### src/hw/rtl/cms_pkg.sv
// Package with the types, constants and helpers of the conditional marker stripper.
`timescale 1ns / 1ps

package cms_pkg;

    localparam int BYTE_W      = 8;
    localparam int PATTERN_MAX = 7;
    localparam int PAT_W       = BYTE_W * PATTERN_MAX;
    localparam int LEN_W       = 3;
    localparam int MAX_RESULTS = 11;
    localparam int POS_W       = 4;

    localparam logic [BYTE_W-1:0] CHR_SPACE = 8'h20;
    localparam logic [BYTE_W-1:0] CHR_OPEN  = 8'h28;
    localparam logic [BYTE_W-1:0] CHR_CLOSE = 8'h29;

    localparam logic REG_PATTERN_BYTES  = 1'b0;
    localparam logic REG_PATTERN_LENGTH = 1'b1;

    typedef enum logic [2:0] {
        PH_START   = 3'd0,
        PH_SPACE   = 3'd1,
        PH_OPEN1   = 3'd2,
        PH_PATTERN = 3'd3,
        PH_MATCHED = 3'd4,
        PH_CLOSE1  = 3'd5
    } cms_phase_t;

    typedef enum logic {
        RP_IDLE = 1'b0,
        RP_RUN  = 1'b1
    } cms_rp_state_t;

    // One replay job: head bytes, pattern prefix, optional close paren, then the data byte.
    typedef struct packed {
        logic              emit;
        logic [1:0]        head;
        logic [LEN_W-1:0]  pat_n;
        logic              close;
        logic [BYTE_W-1:0] data;
    } cms_job_t;

    function automatic logic [BYTE_W-1:0] pat_byte(input logic [PAT_W-1:0] bytes,
                                                   input logic [LEN_W-1:0] idx);
        logic [BYTE_W-1:0] b;
        b = '0;
        if (int'(idx) < PATTERN_MAX) begin
            b = bytes[idx*BYTE_W +: BYTE_W];
        end
        return b;
    endfunction

endpackage

### src/hw/rtl/cms_matcher.sv
// Marker recognizer: match phase, matched count and the shared byte comparator.
`timescale 1ns / 1ps

module cms_matcher
    import cms_pkg::*;
(
    input  logic                    aclk,
    input  logic                    aresetn,
    input  logic                    accept,
    input  logic [BYTE_W-1:0]       in_byte,
    input  logic [PAT_W-1:0]        pattern_bytes,
    input  logic [LEN_W-1:0]        pattern_length,
    output cms_job_t                job
);

    cms_phase_t        phase_reg, phase_next;
    logic [LEN_W-1:0]  count_reg, count_next;
    logic [BYTE_W-1:0] expect_byte;
    logic              hit;
    logic [LEN_W:0]    count_inc;

    always_ff @(posedge aclk) begin
        if (!aresetn) begin
            phase_reg <= PH_START;
            count_reg <= '0;
        end else if (accept) begin
            phase_reg <= phase_next;
            count_reg <= count_next;
        end
    end

    always_comb begin
        case (phase_reg)
            PH_SPACE, PH_OPEN1: expect_byte = CHR_OPEN;
            PH_PATTERN:         expect_byte = pat_byte(pattern_bytes, count_reg);
            PH_MATCHED,
            PH_CLOSE1:          expect_byte = CHR_CLOSE;
            default:            expect_byte = CHR_SPACE;
        endcase
        hit       = (in_byte == expect_byte);
        count_inc = {1'b0, count_reg} + 1'b1;
    end

    always_comb begin
        phase_next = PH_START;
        count_next = count_reg;
        job.emit   = 1'b1;
        job.head   = 2'd3;
        job.pat_n  = pattern_length;
        job.close  = 1'b0;
        job.data   = in_byte;
        case (phase_reg)
            PH_SPACE: begin
                job.head  = 2'd1;
                job.pat_n = '0;
                if (hit) begin
                    job.emit   = 1'b0;
                    phase_next = PH_OPEN1;
                end
            end
            PH_OPEN1: begin
                job.head  = 2'd2;
                job.pat_n = '0;
                if (hit) begin
                    job.emit   = 1'b0;
                    count_next = '0;
                    phase_next = (pattern_length == '0) ? PH_MATCHED : PH_PATTERN;
                end
            end
            PH_PATTERN: begin
                job.pat_n = count_reg;
                if (hit && int'(count_reg) < PATTERN_MAX) begin
                    job.emit   = 1'b0;
                    count_next = count_inc[LEN_W-1:0];
                    phase_next = (count_inc >= {1'b0, pattern_length}) ? PH_MATCHED
                                                                        : PH_PATTERN;
                end
            end
            PH_MATCHED: begin
                if (hit) begin
                    job.emit   = 1'b0;
                    phase_next = PH_CLOSE1;
                end
            end
            PH_CLOSE1: begin
                job.close = 1'b1;
                if (hit) begin
                    job.emit = 1'b0;
                end
            end
            default: begin
                job.head  = 2'd0;
                job.pat_n = '0;
                if (hit) begin
                    job.emit   = 1'b0;
                    phase_next = PH_SPACE;
                end
            end
        endcase
    end

`ifndef SYNTHESIS
    a_count_in_range: assert property (@(posedge aclk) disable iff (!aresetn)
        phase_reg == PH_PATTERN |-> int'(count_reg) < PATTERN_MAX)
        else $error("matched count out of range in pattern phase");
    a_emit_restarts: assert property (@(posedge aclk) disable iff (!aresetn)
        accept && job.emit |=> phase_reg == PH_START)
        else $error("phase did not restart after an emitting byte");
`endif

endmodule

### src/hw/rtl/cms_replay.sv
// Replay sequencer: walks one job byte by byte into the output register.
`timescale 1ns / 1ps

module cms_replay
    import cms_pkg::*;
(
    input  logic                    aclk,
    input  logic                    aresetn,
    input  logic                    start,
    input  cms_job_t                job,
    input  logic [PAT_W-1:0]        pattern_bytes,
    output logic                    idle,
    output logic                    m_tvalid,
    input  logic                    m_tready,
    output logic [BYTE_W-1:0]       m_tdata,
    output logic                    m_tlast
);

    cms_rp_state_t     state_reg, state_next;
    cms_job_t          job_reg, job_next;
    logic [POS_W-1:0]  k_reg, k_next;
    logic              valid_reg, valid_next;
    logic [BYTE_W-1:0] data_reg, data_next;
    logic              last_reg, last_next;
    logic [POS_W:0]    total;
    logic [POS_W-1:0]  n_len;
    logic [POS_W-1:0]  j;
    logic [BYTE_W-1:0] cur_byte;
    logic              load;

    always_ff @(posedge aclk) begin
        if (!aresetn) begin
            state_reg <= RP_IDLE;
            valid_reg <= 1'b0;
        end else begin
            state_reg <= state_next;
            valid_reg <= valid_next;
        end
        job_reg  <= job_next;
        k_reg    <= k_next;
        data_reg <= data_next;
        last_reg <= last_next;
    end

    always_comb begin
        total = {3'b000, job_reg.head} + {2'b00, job_reg.pat_n} + {4'b0000, job_reg.close}
              + 5'd1;
        n_len = (total > 5'(MAX_RESULTS)) ? 4'(MAX_RESULTS) : total[POS_W-1:0];
        j     = k_reg - {2'b00, job_reg.head};
        if (k_reg == '0 && job_reg.head != 2'd0) begin
            cur_byte = CHR_SPACE;
        end else if (k_reg < {2'b00, job_reg.head}) begin
            cur_byte = CHR_OPEN;
        end else if (j < {1'b0, job_reg.pat_n}) begin
            cur_byte = pat_byte(pattern_bytes, j[LEN_W-1:0]);
        end else if (j == {1'b0, job_reg.pat_n} && job_reg.close) begin
            cur_byte = CHR_CLOSE;
        end else begin
            cur_byte = job_reg.data;
        end
    end

    always_comb begin
        state_next = state_reg;
        job_next   = job_reg;
        k_next     = k_reg;
        data_next  = data_reg;
        last_next  = last_reg;
        valid_next = valid_reg && !m_tready;
        load       = 1'b0;
        case (state_reg)
            RP_IDLE: begin
                if (start && job.emit) begin
                    job_next   = job;
                    k_next     = '0;
                    state_next = RP_RUN;
                end
            end
            RP_RUN: begin
                if (!valid_reg || m_tready) begin
                    load       = 1'b1;
                    valid_next = 1'b1;
                    data_next  = cur_byte;
                    last_next  = (k_reg == n_len - 1'b1);
                    k_next     = k_reg + 1'b1;
                    if (k_reg == n_len - 1'b1) begin
                        state_next = RP_IDLE;
                    end
                end
            end
            default: begin
                state_next = RP_IDLE;
            end
        endcase
    end

    assign idle     = (state_reg == RP_IDLE);
    assign m_tvalid = valid_reg;
    assign m_tdata  = data_reg;
    assign m_tlast  = last_reg;

`ifndef SYNTHESIS
    a_pos_in_run: assert property (@(posedge aclk) disable iff (!aresetn)
        state_reg == RP_RUN |-> k_reg < n_len)
        else $error("replay position passed the end of the job");
    a_last_ends_run: assert property (@(posedge aclk) disable iff (!aresetn)
        load && last_next |=> state_reg == RP_IDLE && valid_reg && last_reg)
        else $error("replay did not stop after the final beat");
`endif

endmodule

### src/hw/rtl/conditional_marker_stripper_top.sv
// Top level of the conditional marker stripper with its configuration registers.
`timescale 1ns / 1ps

// The block removes markers made of a space, two open parentheses, the configured
// pattern and two close parentheses from a byte stream; a byte that breaks a partial
// match never opens a marker itself. Bytes arrive on the s_ channel and filtered bytes
// leave on the m_ channel; m_tlast marks the final output beat caused by one input beat.
// Bytes of a possible marker are held back and produce no beat; on a mismatch the held
// bytes are replayed, then the byte that broke the match, with a replay cut to at most
// eleven beats. An accepted input beat is stored as a job in the replay sequencer, which
// then writes its beats into the output register and keeps s_tready low until the last
// is written; a held byte leaves s_tready high. The sequencer writes one beat per cycle
// while the receiver takes them, and takes no new input while a replay is under way.
// When the receiver stalls, the waiting beat stays in the output register and the
// sequencer holds its position. Reset clears the match state and the output valid flag
// and sets the pattern to zero bytes with length one. The pattern registers are written
// through cfg_wr_en, cfg_index and cfg_wdata; the user must write them only while the
// block is idle, as the block itself does not enforce this.

module conditional_marker_stripper_top
    import cms_pkg::*;
(
    input  logic              aclk,
    input  logic              aresetn,
    input  logic              cfg_wr_en,
    input  logic              cfg_index,
    input  logic [PAT_W-1:0]  cfg_wdata,
    input  logic              s_tvalid,
    output logic              s_tready,
    input  logic [7:0]        s_tdata,   // [7:0] in_byte
    output logic              m_tvalid,
    input  logic              m_tready,
    output logic [7:0]        m_tdata,   // [7:0] out_byte
    output logic              m_tlast
);

    logic [PAT_W-1:0] pattern_bytes_reg;
    logic [LEN_W-1:0] pattern_length_reg;
    logic             accept;
    logic             rp_idle;
    cms_job_t         job;

    always_ff @(posedge aclk) begin
        if (!aresetn) begin
            pattern_bytes_reg  <= '0;
            pattern_length_reg <= LEN_W'(1);
        end else if (cfg_wr_en) begin
            case (cfg_index)
                REG_PATTERN_BYTES:  pattern_bytes_reg  <= cfg_wdata;
                REG_PATTERN_LENGTH: pattern_length_reg <= cfg_wdata[LEN_W-1:0];
                default: begin
                end
            endcase
        end
    end

    assign s_tready = rp_idle;
    assign accept   = s_tvalid && s_tready;

    cms_matcher u_matcher (
        .aclk           (aclk),
        .aresetn        (aresetn),
        .accept         (accept),
        .in_byte        (s_tdata),
        .pattern_bytes  (pattern_bytes_reg),
        .pattern_length (pattern_length_reg),
        .job            (job)
    );

    cms_replay u_replay (
        .aclk          (aclk),
        .aresetn       (aresetn),
        .start         (accept),
        .job           (job),
        .pattern_bytes (pattern_bytes_reg),
        .idle          (rp_idle),
        .m_tvalid      (m_tvalid),
        .m_tready      (m_tready),
        .m_tdata       (m_tdata),
        .m_tlast       (m_tlast)
    );

endmodule

### config.mk
export PLATFORM = sky130hd
export DESIGN_NAME = conditional_marker_stripper_top
export DESIGN_NICKNAME = d
export VERILOG_FILES = /design/src/hw/rtl/cms_pkg.sv /design/src/hw/rtl/cms_matcher.sv /design/src/hw/rtl/cms_replay.sv /design/src/hw/rtl/conditional_marker_stripper_top.sv
export SDC_FILE = /design/constraint.sdc
export NUM_CORES = 1
export LEC_CHECK = 0
export ABC_AREA = 1
export BUFFER_PORTS_ARGS = -buffer_cell sky130_fd_sc_hd__buf_2
export CORE_ASPECT_RATIO = 1.75
export CORE_UTILIZATION = 48
export DETAILED_ROUTE_END_ITERATION = 16
export GPL_ROUTABILITY_DRIVEN = 0
export PLACE_DENSITY = 0.69
export SYNTH_ARGS = -nofsm -noshare
export SYNTH_HDL_FRONTEND = slang
export SYNTH_SLANG_ARGS = --single-unit
### constraint.sdc
create_clock -name aclk -period 5.8 [get_ports aclk]
set_clock_uncertainty 0.15 [all_clocks]
set_input_delay 0.29 -clock aclk [delete_from_list [all_inputs] [get_ports aclk]]
set_output_delay 0.29 -clock aclk [all_outputs]
set_load 0.01 [all_outputs]
## Yosys cells after proc, flatten, opt, wreduce, memory -nomap -nowiden

Index checks and enable logic that the tools add are counted.

| cells by class | value |
|---|---|
| order comparisons | 6 |
| shift-type cells | 2 |
| add/subtract/negate cells | 7 |
| reductions and logical operators | 23 |
| bitwise logic cells | 2 |
| mux-type cells | 33 |
| eq/ne operators | 12 |

Operators with widths:

| kind | count |
|---|---|
| $shiftx A56 B7 Y8 | 2 |
| $mux W8 | 4 |
| $pmux W8 S3 | 1 |
| $mux W3 | 7 |
| $mux W4 | 4 |
| $pmux W3 S5 | 1 |
| $pmux W3 S2 | 2 |
| $mux W1 | 10 |
| $reduce_and A2 Y1 | 5 |
| $eq A8 B8 Y1 | 1 |
| $pmux W4 S2 | 1 |
| $eq A3 B2 Y1 const B | 2 |
| $eq A3 B3 Y1 const B | 2 |
| $logic_and A1 B1 Y1 | 6 |
| $lt A3 B3 Y1 const B | 2 |
| $ne A2 B1 Y1 const B | 3 |
| $pmux W2 S3 | 1 |
| $reduce_or A2 Y1 | 3 |
| $add A5 B1 Y5 | 1 |
| $add A5 B1 Y5 const B | 1 |
| $gt A5 B4 Y1 const B | 1 |
| $add A2 B3 Y4 | 1 |
| $add A3 B1 Y4 const B | 1 |
| $add A4 B1 Y4 const B | 1 |
| 19 further kinds | 22 |

| word-level totals | value |
|---|---|
| input bits | 70 |
| logic and storage cells | 99 |
| flip-flop bits (word level) | 94 |
| output and inout bits | 11 |

## Logic depth before layout (Yosys ltp)

Gate-level depths: netlist of the first run.

| logic depth | value |
|---|---|
| word-level depth | 10 |
| gate-level depth with buffers | 18 |
| mapped depth without buffers | 17 |

## Modules after synthesis

A second synthesis of the first run with hierarchy kept.

| second synthesis, totals | value |
|---|---|
| cell total of the unflattened synthesis | 951 |
| area, all modules | 6197.2 µm² |

Modules (own cells, without submodules):

| module | cells an instance | sequential area each (µm²) | area an instance (µm²) | times used |
|---|---|---|---|---|
| conditional_marker_stripper_top | 380 | 1181.1 | 2494.9 | 1 |
| cms_replay | 262 | 850.8 | 2129.5 | 1 |
| cms_matcher | 309 | 120.1 | 1572.8 | 1 |

## Least setup slack after synthesis of the first run

Ideal clock, no wire load.

| timing path | value |
|---|---|
| kind | flip-flop to flip-flop |
| start point | register u_replay.k_reg[0] |
| end point | register u_replay.data_reg[4], in the netlist u_replay.m_tdata[4], data pin |
| cell stages (with the launch flop) | 17 |
| clock period less this slack | 2974 ps |
| data required time | 5391 ps |
| slack | 2826 ps |
| arrival | 2565 ps |
| library setup time | 259 ps |
| buffers on the path | 1 |
| path through | edfxtp_1 inv_1 ha_1 inv_1 fa_1 xor2_1 inv_1 ha_1 inv_1 nor2_1 inv_1 o21a_1 inv_1 buf_2 nor2_1 a31oi_1 nor2_1 |

| between the ends | value |
|---|---|
| word-level cells in the longest chain between the ends | 5 |
| elaborated cells on any way between the ends | 13 |
| those cells by class | add/sub (1); order compare (3); eq/ne (1); shift (1); mux (3); reduce/logical (4) |

Ends and longest elaborated chain:

| item | line | text |
|---|---|---|
| start, declared | cms_replay.sv:21 | `logic [POS_W-1:0] k_reg, k_next;` |
| start signal, assigned | cms_replay.sv:40 | `k_reg <= k_next;` |
| branches (longest 5 deep; another with $sub A4 B2 Y4) | n/a |  |
| end signal, assigned | cms_replay.sv:41 | `data_reg <= data_next;` |
| end, declared | cms_replay.sv:23 | `logic [BYTE_W-1:0] data_reg, data_next;` |

Several ways; the timed one is not identified.
A chain may end at the register's enable or synchronous reset.

## Final worst setup path of the first run

| timing path | value |
|---|---|
| start point | register u_replay.k_reg[0] |
| end point | register u_replay.data_reg[1], in the netlist u_replay.m_tdata[1], data pin |

Same word-level chain as after synthesis.

==> run metrics, run 1 <==
status finished, final reports clean; Largest register FFs 56; hold_sp cfg_wdata[48]; setup ws final about 1.8 ns; post-route ant nets 0; Reg-to-Reg Start u_replay.k_reg[0]; required time worst endpoint 5.75 ns; prevailing post-synth register cell dfxtp_1; commonest cells after routing, fill and taps aside nand2_1, inv_1, o21ai_0; leading area contributor after synthesis dfxtp_1; Post-Synthesis Cells around 760; Min Clock Period, post-route approximately 4.0 ns; Power Dens Cells a little under 300 nW/um^2; Num Clock Sinks 94; Rows 50; initial antenna violation count 0; Sw Share a little under a third; syn nets 843; width of the die 82.2 um; antenna cells 0; Yosys top cell area share approximately a quarter; DIE AREA 11700 um^2; total gr overflow 0; max-slew violations 0; CTS buffer count 9; fin util a little under three fifths; max cap viols 0; Crit path arrival time 3.99 ns; Crit Path Class reg -> reg; Clock H-tree levels 3; clock-pin slew on the worst setup and hold paths around 0.070 ns; Initial DRC Count 376; vias post-DR ~5400; Nets around 900; internal power roughly 1.2 mW; drc violations 0; TritonCTS clock tree done; pin count of the biggest net entering global routing 84; flop and latch count out of synthesis 94; maximum fanout along the worst path 13; clock latency on the worst-skew pair ~0.35 ns; dpl hpwl between 10000 and 15000 um; initial core utilization 49.9%; sw power 0.552 mW; Post-Place Worst Slack between 1.5 and 2 ns; clk root buf clkbuf_16; slew of the pin with the lowest slew margin approximately 0.9 ns; RSZ-0062 raised after global routing false; # IOs 81; Mean Syn Cell Area 7.15 um^2; number of flops mapped to enable cells by yosys 27; Lkg Pwr 2.79 nW; routed wire length per instance between 15 and 20 um; fmax 247 MHz; leading cell type in the layout, fill and taps excluded nand2_1; VDD IR max 0.000232 V; Cell variety after synth 39; Critical Path Start Type flip-flop; clock tree buffer depth 2; gr usage total 27.6%; Final period util a little over two thirds; vias per cell 5.64; setup_tns 0 ns; Post-CTS Setup Bufs 0; CTS Hold Bufs 1; slew margin rel. between 40% and 50%; Die Ht around 140 um; sequential share of the synthesized area between 30% and 40%; Area contributors post-synth dfxtp_1, edfxtp_1, nand2_1, o21ai_0, a21oi_1; core footprint about 11000 um^2; final setup vio count 0; Final Hold Viols 0; port bufs 80; share of cells above drive strength 1 approximately 15%; number of synthesis warnings 0; post_cts resized 0; sequential power share a little over two fifths; min-delay worst type in -> reg; Post-Syn Area 5410 um^2; Setup crit start u_replay.k_reg[0]; Clk pwr share between 30% and 40%; vias in the first global route about 4900; first-pass GRT wire length about 24000 um; Crit. End Element flip-flop; Post-Route WL 15300 um; Comb pwr share between 20% and 30%; ys async rst share 0%; Pre-Repair DR Iteration Count 5; area delta synth->final 13.3%
==> cell families (layout without fill, tap and decap cells) <==
| logic type | Yosys count | count (layout) | synth area share, % |
|---|---|---|---|
| buffers and inverters | 147 | 210 | 11.0 |
| adder cells (fa/ha/maj) | 17 | 17 | 4.21 |
| AND/OR/NAND/NOR | 300 | 300 | 25.0 |
| AO/OA/AOI/OAI | 194 | 194 | 19.3 |
| XOR/XNOR | 4 | 4 | 0.648 |
| flip-flops | 94 | 94 | 39.8 |
==> power groups by stage <==
| stage | clock network [mW] | registers, mW | logic [mW] |
|---|---|---|---|
| 2_1_floorplan | 0 | 0.774 | 0.293 |
| 3_3_place_gp | 0 | 0.784 | 0.400 |
| 3_5_place_dp | 0 | 0.784 | 0.413 |
| 4_1_cts | 0.612 | 0.770 | 0.417 |
| 5_1_grt | 0.628 | 0.775 | 0.477 |
| 6_report | 0.601 | 0.771 | 0.420 |
==> cell type report <==
| type | count | area [um^2] |
|---|---|---|
| clock inverter | 1 | 7.51 |
| inverter | 111 | 417 |
| multi-input combinational | 515 | 2660 |
| sequential | 94 | 2150 |
| timing repair buffer | 83 | 425 |
| fill | 1044 | 4700 |
| clock buffer | 15 | 302 |
| tap | 130 | 163 |
==> worst paths after layout <==
path	slack (ns)	end	cells after the start
hold / removal	0.01	pattern_bytes_reg[48]	3
setup / recovery	1.76	u_replay.m_tdata[1]	15
setup reg to reg	1.76	u_replay.m_tdata[1]	15
hold reg to reg	0.32	pattern_bytes_reg[38]	2
==> worst max-delay path, stage by stage (launching register included) <==
cell and delay [ns]:
edfxtp_1 0.45, inv_1 0.13, ha_1 0.15, inv_1 0.06
fa_1 0.39, xor2_1 0.72, inv_1 0.28, ha_1 0.36
inv_1 0.04, nor2_1 0.14, inv_1 0.05, o21a_1 0.20
inv_1 0.28, a211oi_1 0.11, a31oi_1 0.22, nor2_1 0.06
==> cell usage after synthesis, types with 3 or more instances <==
cell,instances
a21oi_1,78
a221oi_1,4
a22oi_1,4
a31oi_1,4
buf_2,3
buf_4,5
buf_6,3
clkbuf_1,25
clkinv_1,3
dfxtp_1,67
edfxtp_1,27
ha_1,15
inv_1,104
inv_2,4
nand2_1,138
nand2_2,3
nand3_1,62
nand3_2,3
nand4_1,15
nor2_1,64
nor2_4,6
nor3_1,3
o21ai_0,90
xor2_1,3
==> through the flow <==
step / instances / hold slack (ns) / cell area [um^2] / total power, mW
after floorplan: 756 / 0.239 / 5410 / 1.07
after global placement: 932 / 0.308 / 5800 / 1.18
after detailed placement: 932 / 0.318 / 5800 / 1.20
after CTS: 949 / 0.00449 / 6120 / 1.80
after global routing: 949 / 0.00994 / 6120 / 1.88
final: 949 / 0.0123 / 6120 / 1.79
==> metal layers <==
layer / GRT usage, % / part of all wire (%) / vias to the layer above
li1: - / - / 2628
met1: 29.0 / 37 / 2452
met2: 47.0 / 51 / 208
met3: 5.26 / 5.0 / 62
met4: 21.1 / 7.4 / 0
met5: 0 / 0 / -
Power figures use the tool's default switching activity.
==> run 2, diff against run 1 <==
clock period = 4.2 ns   (was 5.8 ns; I/O delays follow)
==> run metrics, run 2 (synthesis gave the netlist of run 1 again) <==
status finished, final reports clean; RR Endpoint u_replay.m_tdata[1]; crit-path cells inv_1, ha_1, inv_1, fa_1, xor2_1, buf_4, inv_1, ha_1, inv_1, nor2_1, inv_1, o21a_1, inv_1, a211oi_1, a31oi_1, nor2_1; WHS about 0.0016 ns; CP Buf/Inv Count 7; Max stage delay on crit path between 0.4 and 0.5 ns; Min-Delay Endpoint pattern_bytes_reg[37]; Most common cell on crit path inv_1; length of routed met3 wiring between 700 and 800 um; slew margin rel. a little over two fifths; TritonCTS clock tree done; vias per cell 5.53; Worst R2R Path Depth 16; RSZ-0062 raised after global routing false; drc violations 0; setup_tns 0 ns; met2 routed WL between 8000 and 9000 um; width of the die 82.2 um; initial core utilization roughly 50%; pin count of the biggest net entering global routing 65; fmax just under 300 MHz; Power Dens Cells roughly 380 nW/um^2; M1 WL ~5800 um; Top Metal Used met4; Min Clock Period, post-route 3.44 ns; Cells after DPL about 940; # IOs 81; routed wire length per instance roughly 16 um; Post-CTS Setup Bufs 0; Hold Path Cell Cnt 3; clock-pin slew on the worst setup and hold paths about 0.060 ns; Pre-Repair DR Iteration Count 5; Lkg Pwr about 3.0 nW; share of cells above drive strength 1 about 14%; Final Non-Filler Cells about 990; max-slew violations 0; post-route ant nets 0; final setup vio count 0; leading cell type in the layout, fill and taps excluded nand2_1; Crit. End Element flip-flop; initial antenna violation count 0; Num Clock Sinks 94; commonest cells after routing, fill and taps aside nand2_1, inv_1, o21ai_0; CTS buffer count 9; vias in the first global route about 5300; Clock H-tree levels 3; Initial DRC Count ~310; slew of the pin with the lowest slew margin 0.857 ns; CP Depth 16; Rows 50; Critical Path Start Type flip-flop; maximum fanout along the worst path 13; clock latency on the worst-skew pair 0.35 ns; area delta synth->final 21.2%; max cap viols 0; total gr overflow 0; Largest register FFs 56; Post-Route WL roughly 16000 um; dpl hpwl ~12000 um; first-pass GRT wire length between 20000 and 25000 um; gr usage total around 28%; Reg-to-Reg Start u_replay.k_reg[0]; Crit path arrival time around 3.4 ns; clock tree buffer depth 2; Final Hold Viols 0; Fill cells ~1000; CTS Hold Bufs 42; Crit Path Class reg -> reg; slowest CP cell edfxtp_1; total power roughly 2.5 mW; vias post-DR approximately 5500; antenna cells 0; FF/Latch Area ~2200 um^2; reg2reg setup slack 0.76 ns; clk root buf clkbuf_16; post_cts resized 0; Nets around 950; multi-input logic area roughly 2700 um^2; Final period util around 82%; DIE AREA 11700 um^2; Die Ht ~140 um; required time worst endpoint 4.14 ns; core footprint ~11000 um^2; CP top delay family buffers and inverters; min-delay worst type in -> reg; VDD IR max a little over 0.0003 V; port bufs 80; hold_sp cfg_wdata[37]
run 2: worst register-to-register path: cells and delay by family, from the launching register on:
kind            cells  cell delay, ns
buf+inv             7            0.93
fa+ha+maj           3            0.83
compound gates      3            0.46
flops               1            0.45
simple gates        2            0.19
xor+xnor            1            0.18
run 2: worst max-delay path by stage:
stage                                  from  slack (ns)                  end
after detailed placement  u_replay.k_reg[0]        0.81  u_replay.m_tdata[7]
after global placement    u_replay.k_reg[0]        0.92  u_replay.m_tdata[7]
final                     u_replay.k_reg[0]        0.76  u_replay.m_tdata[1]
after global routing      u_replay.k_reg[0]        0.43  u_replay.m_tdata[7]
after floorplan           u_replay.k_reg[0]        1.23  u_replay.m_tdata[4]
after CTS                 u_replay.k_reg[0]        0.80  u_replay.m_tdata[1]
run 2: cell type report:
type | instances | area share (%)
Multi-Input combinational cell | 515 | 40.6
Sequential cell | 94 | 32.9
Timing Repair Buffer | 127 | 13.1
Inverter | 111 | 6.36
Clock buffer | 12 | 4.24
Tap cell | 130 | 2.48
Clock inverter | 3 | 0.382
run 2: per-layer routing:
metal,up-vias,track usage (%)
li1,2710,-
met1,2467,29.7
met2,231,48.5
met3,82,5.13
met4,0,21.9
met5,-,0
run 2: through the flow:
stage,setup WS [ns],utilization [%],area (um^2)
after detailed placement,0.805,53.8,5830
final,0.756,60.5,6550
after global routing,0.434,60.5,6550
after global placement,0.924,53.8,5830
after CTS,0.796,60.5,6550
after floorplan,1.23,-,5410
run 2: where the power goes:
group	internal, mW	switching [mW]
clock network	0.470	0.349
registers	1.02	0.0483
logic	0.232	0.385
total	1.72	0.782
==> run 3, diff against run 2 <==
PLACE_DENSITY = 0.72   (was 0.69)
clock period = 3 ns   (was 4.2 ns; I/O delays follow)
==> run metrics, run 3 (synthesis gave the netlist of run 1 again) <==
RR Endpoint u_replay.m_tdata[1]; Placed Area a little under 6000 um^2; leading cell type in the layout, fill and taps excluded nand2_1; routed wire length per instance 16.2 um; Most common cell on crit path inv_1; vias per cell 5.60; gr usage total a little under a third; Max stage delay on crit path approximately 0.41 ns; port bufs 80; dpl hpwl roughly 12000 um; Final period util ~97%; clock-pin slew on the worst setup and hold paths about 0.07 ns; Rows 50; Power Dens Cells about 540 nW/um^2; Pre-Repair DR Iteration Count 6; fmax between 300 and 400 MHz; antenna cells 0; total power 3.79 mW; slew margin rel. approximately two fifths; Fill cells 906; min-delay worst type in -> reg; initial antenna violation count 0; CTS buffer count 9; total gr overflow 0; Min-Delay Endpoint pattern_bytes_reg[11]; post-route ant nets 0; Crit Path Class reg -> reg; Worst R2R Path Depth 15; hold_sp cfg_wdata[11]; Post-Place Worst Slack 0.0369 ns; core footprint 10800 um^2; multi-input logic area approximately 2700 um^2; clk root buf clkbuf_16; Post-Route WL 16800 um; status finished, final reports clean; Hold Path Cell Cnt 3; clock latency on the worst-skew pair ~0.35 ns; area delta synth->final 29.8%; vias post-DR just under 6000; clock tree buffer depth 2; DIE AREA roughly 12000 um^2; commonest cells after routing, fill and taps aside nand2_1, inv_1, o21ai_0; Final Hold Viols 0; crit-path cells inv_2, ha_1, inv_1, fa_2, xor2_2, inv_1, ha_1, inv_1, nor2_2, inv_1, o21a_1, inv_2, a211oi_1, a31oi_1, nor2_1; Crit. End Element flip-flop; initial core utilization between 40 and 50%; slew of the pin with the lowest slew margin around 0.90 ns; Critical Path Start Type flip-flop; Die Ht about 140 um; # IOs 81; max cap viols 0; FF/Latch Area 2150 um^2; Min Clock Period, post-route 2.91 ns; Num Clock Sinks 94; setup_tns 0 ns; setup ws final a little over 0.09 ns; Final Cell Area between 7000 and 8000 um^2; required time worst endpoint between 2 and 3 ns; Initial DRC Count between 400 and 500; maximum fanout along the worst path 8; WHS 0.0121 ns; share of cells above drive strength 1 16.6%; drc violations 0; slowest CP cell edfxtp_1; Clock H-tree levels 3; final setup vio count 0; max-slew violations 0; reg2reg setup slack 0.09 ns; Reg-to-Reg Start u_replay.k_reg[0]; TritonCTS clock tree done; Largest register FFs 56; vias in the first global route about 5600; Nets 987; first-pass GRT wire length 26400 um; pin count of the biggest net entering global routing 65; Lkg Pwr 3.18 nW; VDD IR max approximately 0.00038 V; Crit path arrival time between 2 and 3 ns; width of the die 82.2 um
[run 3: changes by cell type in the layout (fill, tap and decap cells not counted), moves of 2 or more]
cell,delta
xor2_2,+2
bufinv_16,+2
dlygate4sd3_1,+24
inv_1,-3
buf_4,+15
clkbuf_1,+3
xor2_1,-2
nand3_2,+2
nand3_1,-2
buf_12,+2
inv_2,+2
clkbuf_8,-2
[run 3: timing repair]
action | CTS | global route
setup buffers | 0 | 5
setup endpoints to repair | 0 | 24
resized for setup | 0 | 12
hold buffers | 66 | 0
endpoints found under the hold margin | 65 | 0
[run 3: per-stage QoR]
| step | utilization [%] | std cells |
|---|---|---|
| after floorplan | - | 756 |
| final | 64.8 | 1035 |
| after CTS | 64.0 | 1030 |
| after global routing | 64.8 | 1035 |
| after detailed placement | 54.8 | 948 |
| after global placement | 54.8 | 948 |
[run 3: worst max-delay path: cells and delay by family, from the launching register on]
kind | cells | cell delay (ns)
adders and majority gates | 3 | 0.82
xor gates and xnor gates | 1 | 0.16
DFF | 1 | 0.41
and+or+nand+nor | 2 | 0.17
AOI/OAI and AO/OA | 3 | 0.48
buffers and inverters | 6 | 0.47
[run 3: worst max path at each step]
stage / start / endpoint / depth (start not counted) / slack (ns)
2_1_floorplan: u_replay.k_reg[0] / u_replay.m_tdata[4] / 16 / 0.03
3_3_place_gp: u_replay.k_reg[0] / u_replay.m_tdata[1] / 15 / 0.13
3_5_place_dp: u_replay.k_reg[0] / u_replay.m_tdata[4] / 15 / 0.04
4_1_cts: u_replay.k_reg[0] / u_replay.m_tdata[2] / 15 / 0.01
5_1_grt: u_replay.k_reg[0] / u_replay.m_tdata[1] / 15 / -0.05
6_report: u_replay.k_reg[0] / u_replay.m_tdata[1] / 15 / 0.09
[run 3: cell type report]
| type | instances | area share, % |
|---|---|---|
| clock buffer | 13 | 3.73 |
| clock inverter | 3 | 0.927 |
| inverter | 111 | 5.99 |
| multi-input combinational | 515 | 38.4 |
| sequential | 94 | 30.7 |
| tap | 130 | 2.32 |
| timing repair buffer | 169 | 18.0 |
[run 3: per-layer routing]
metal	GRT usage [%]	wire length, um	vias up
li1	-	-	2792
met1	30.5	5850	2607
met2	53.3	8640	304
met3	5.58	994	95
met4	20.6	1270	0
met5	0	0	-
[run 3: report_power, final]
group	internal, mW	leakage [nW]	switching, mW
clock	0.781	0.159	0.495
combinational	0.423	2.20	0.608
sequential	1.42	0.816	0.0585
total	2.63	3.18	1.16
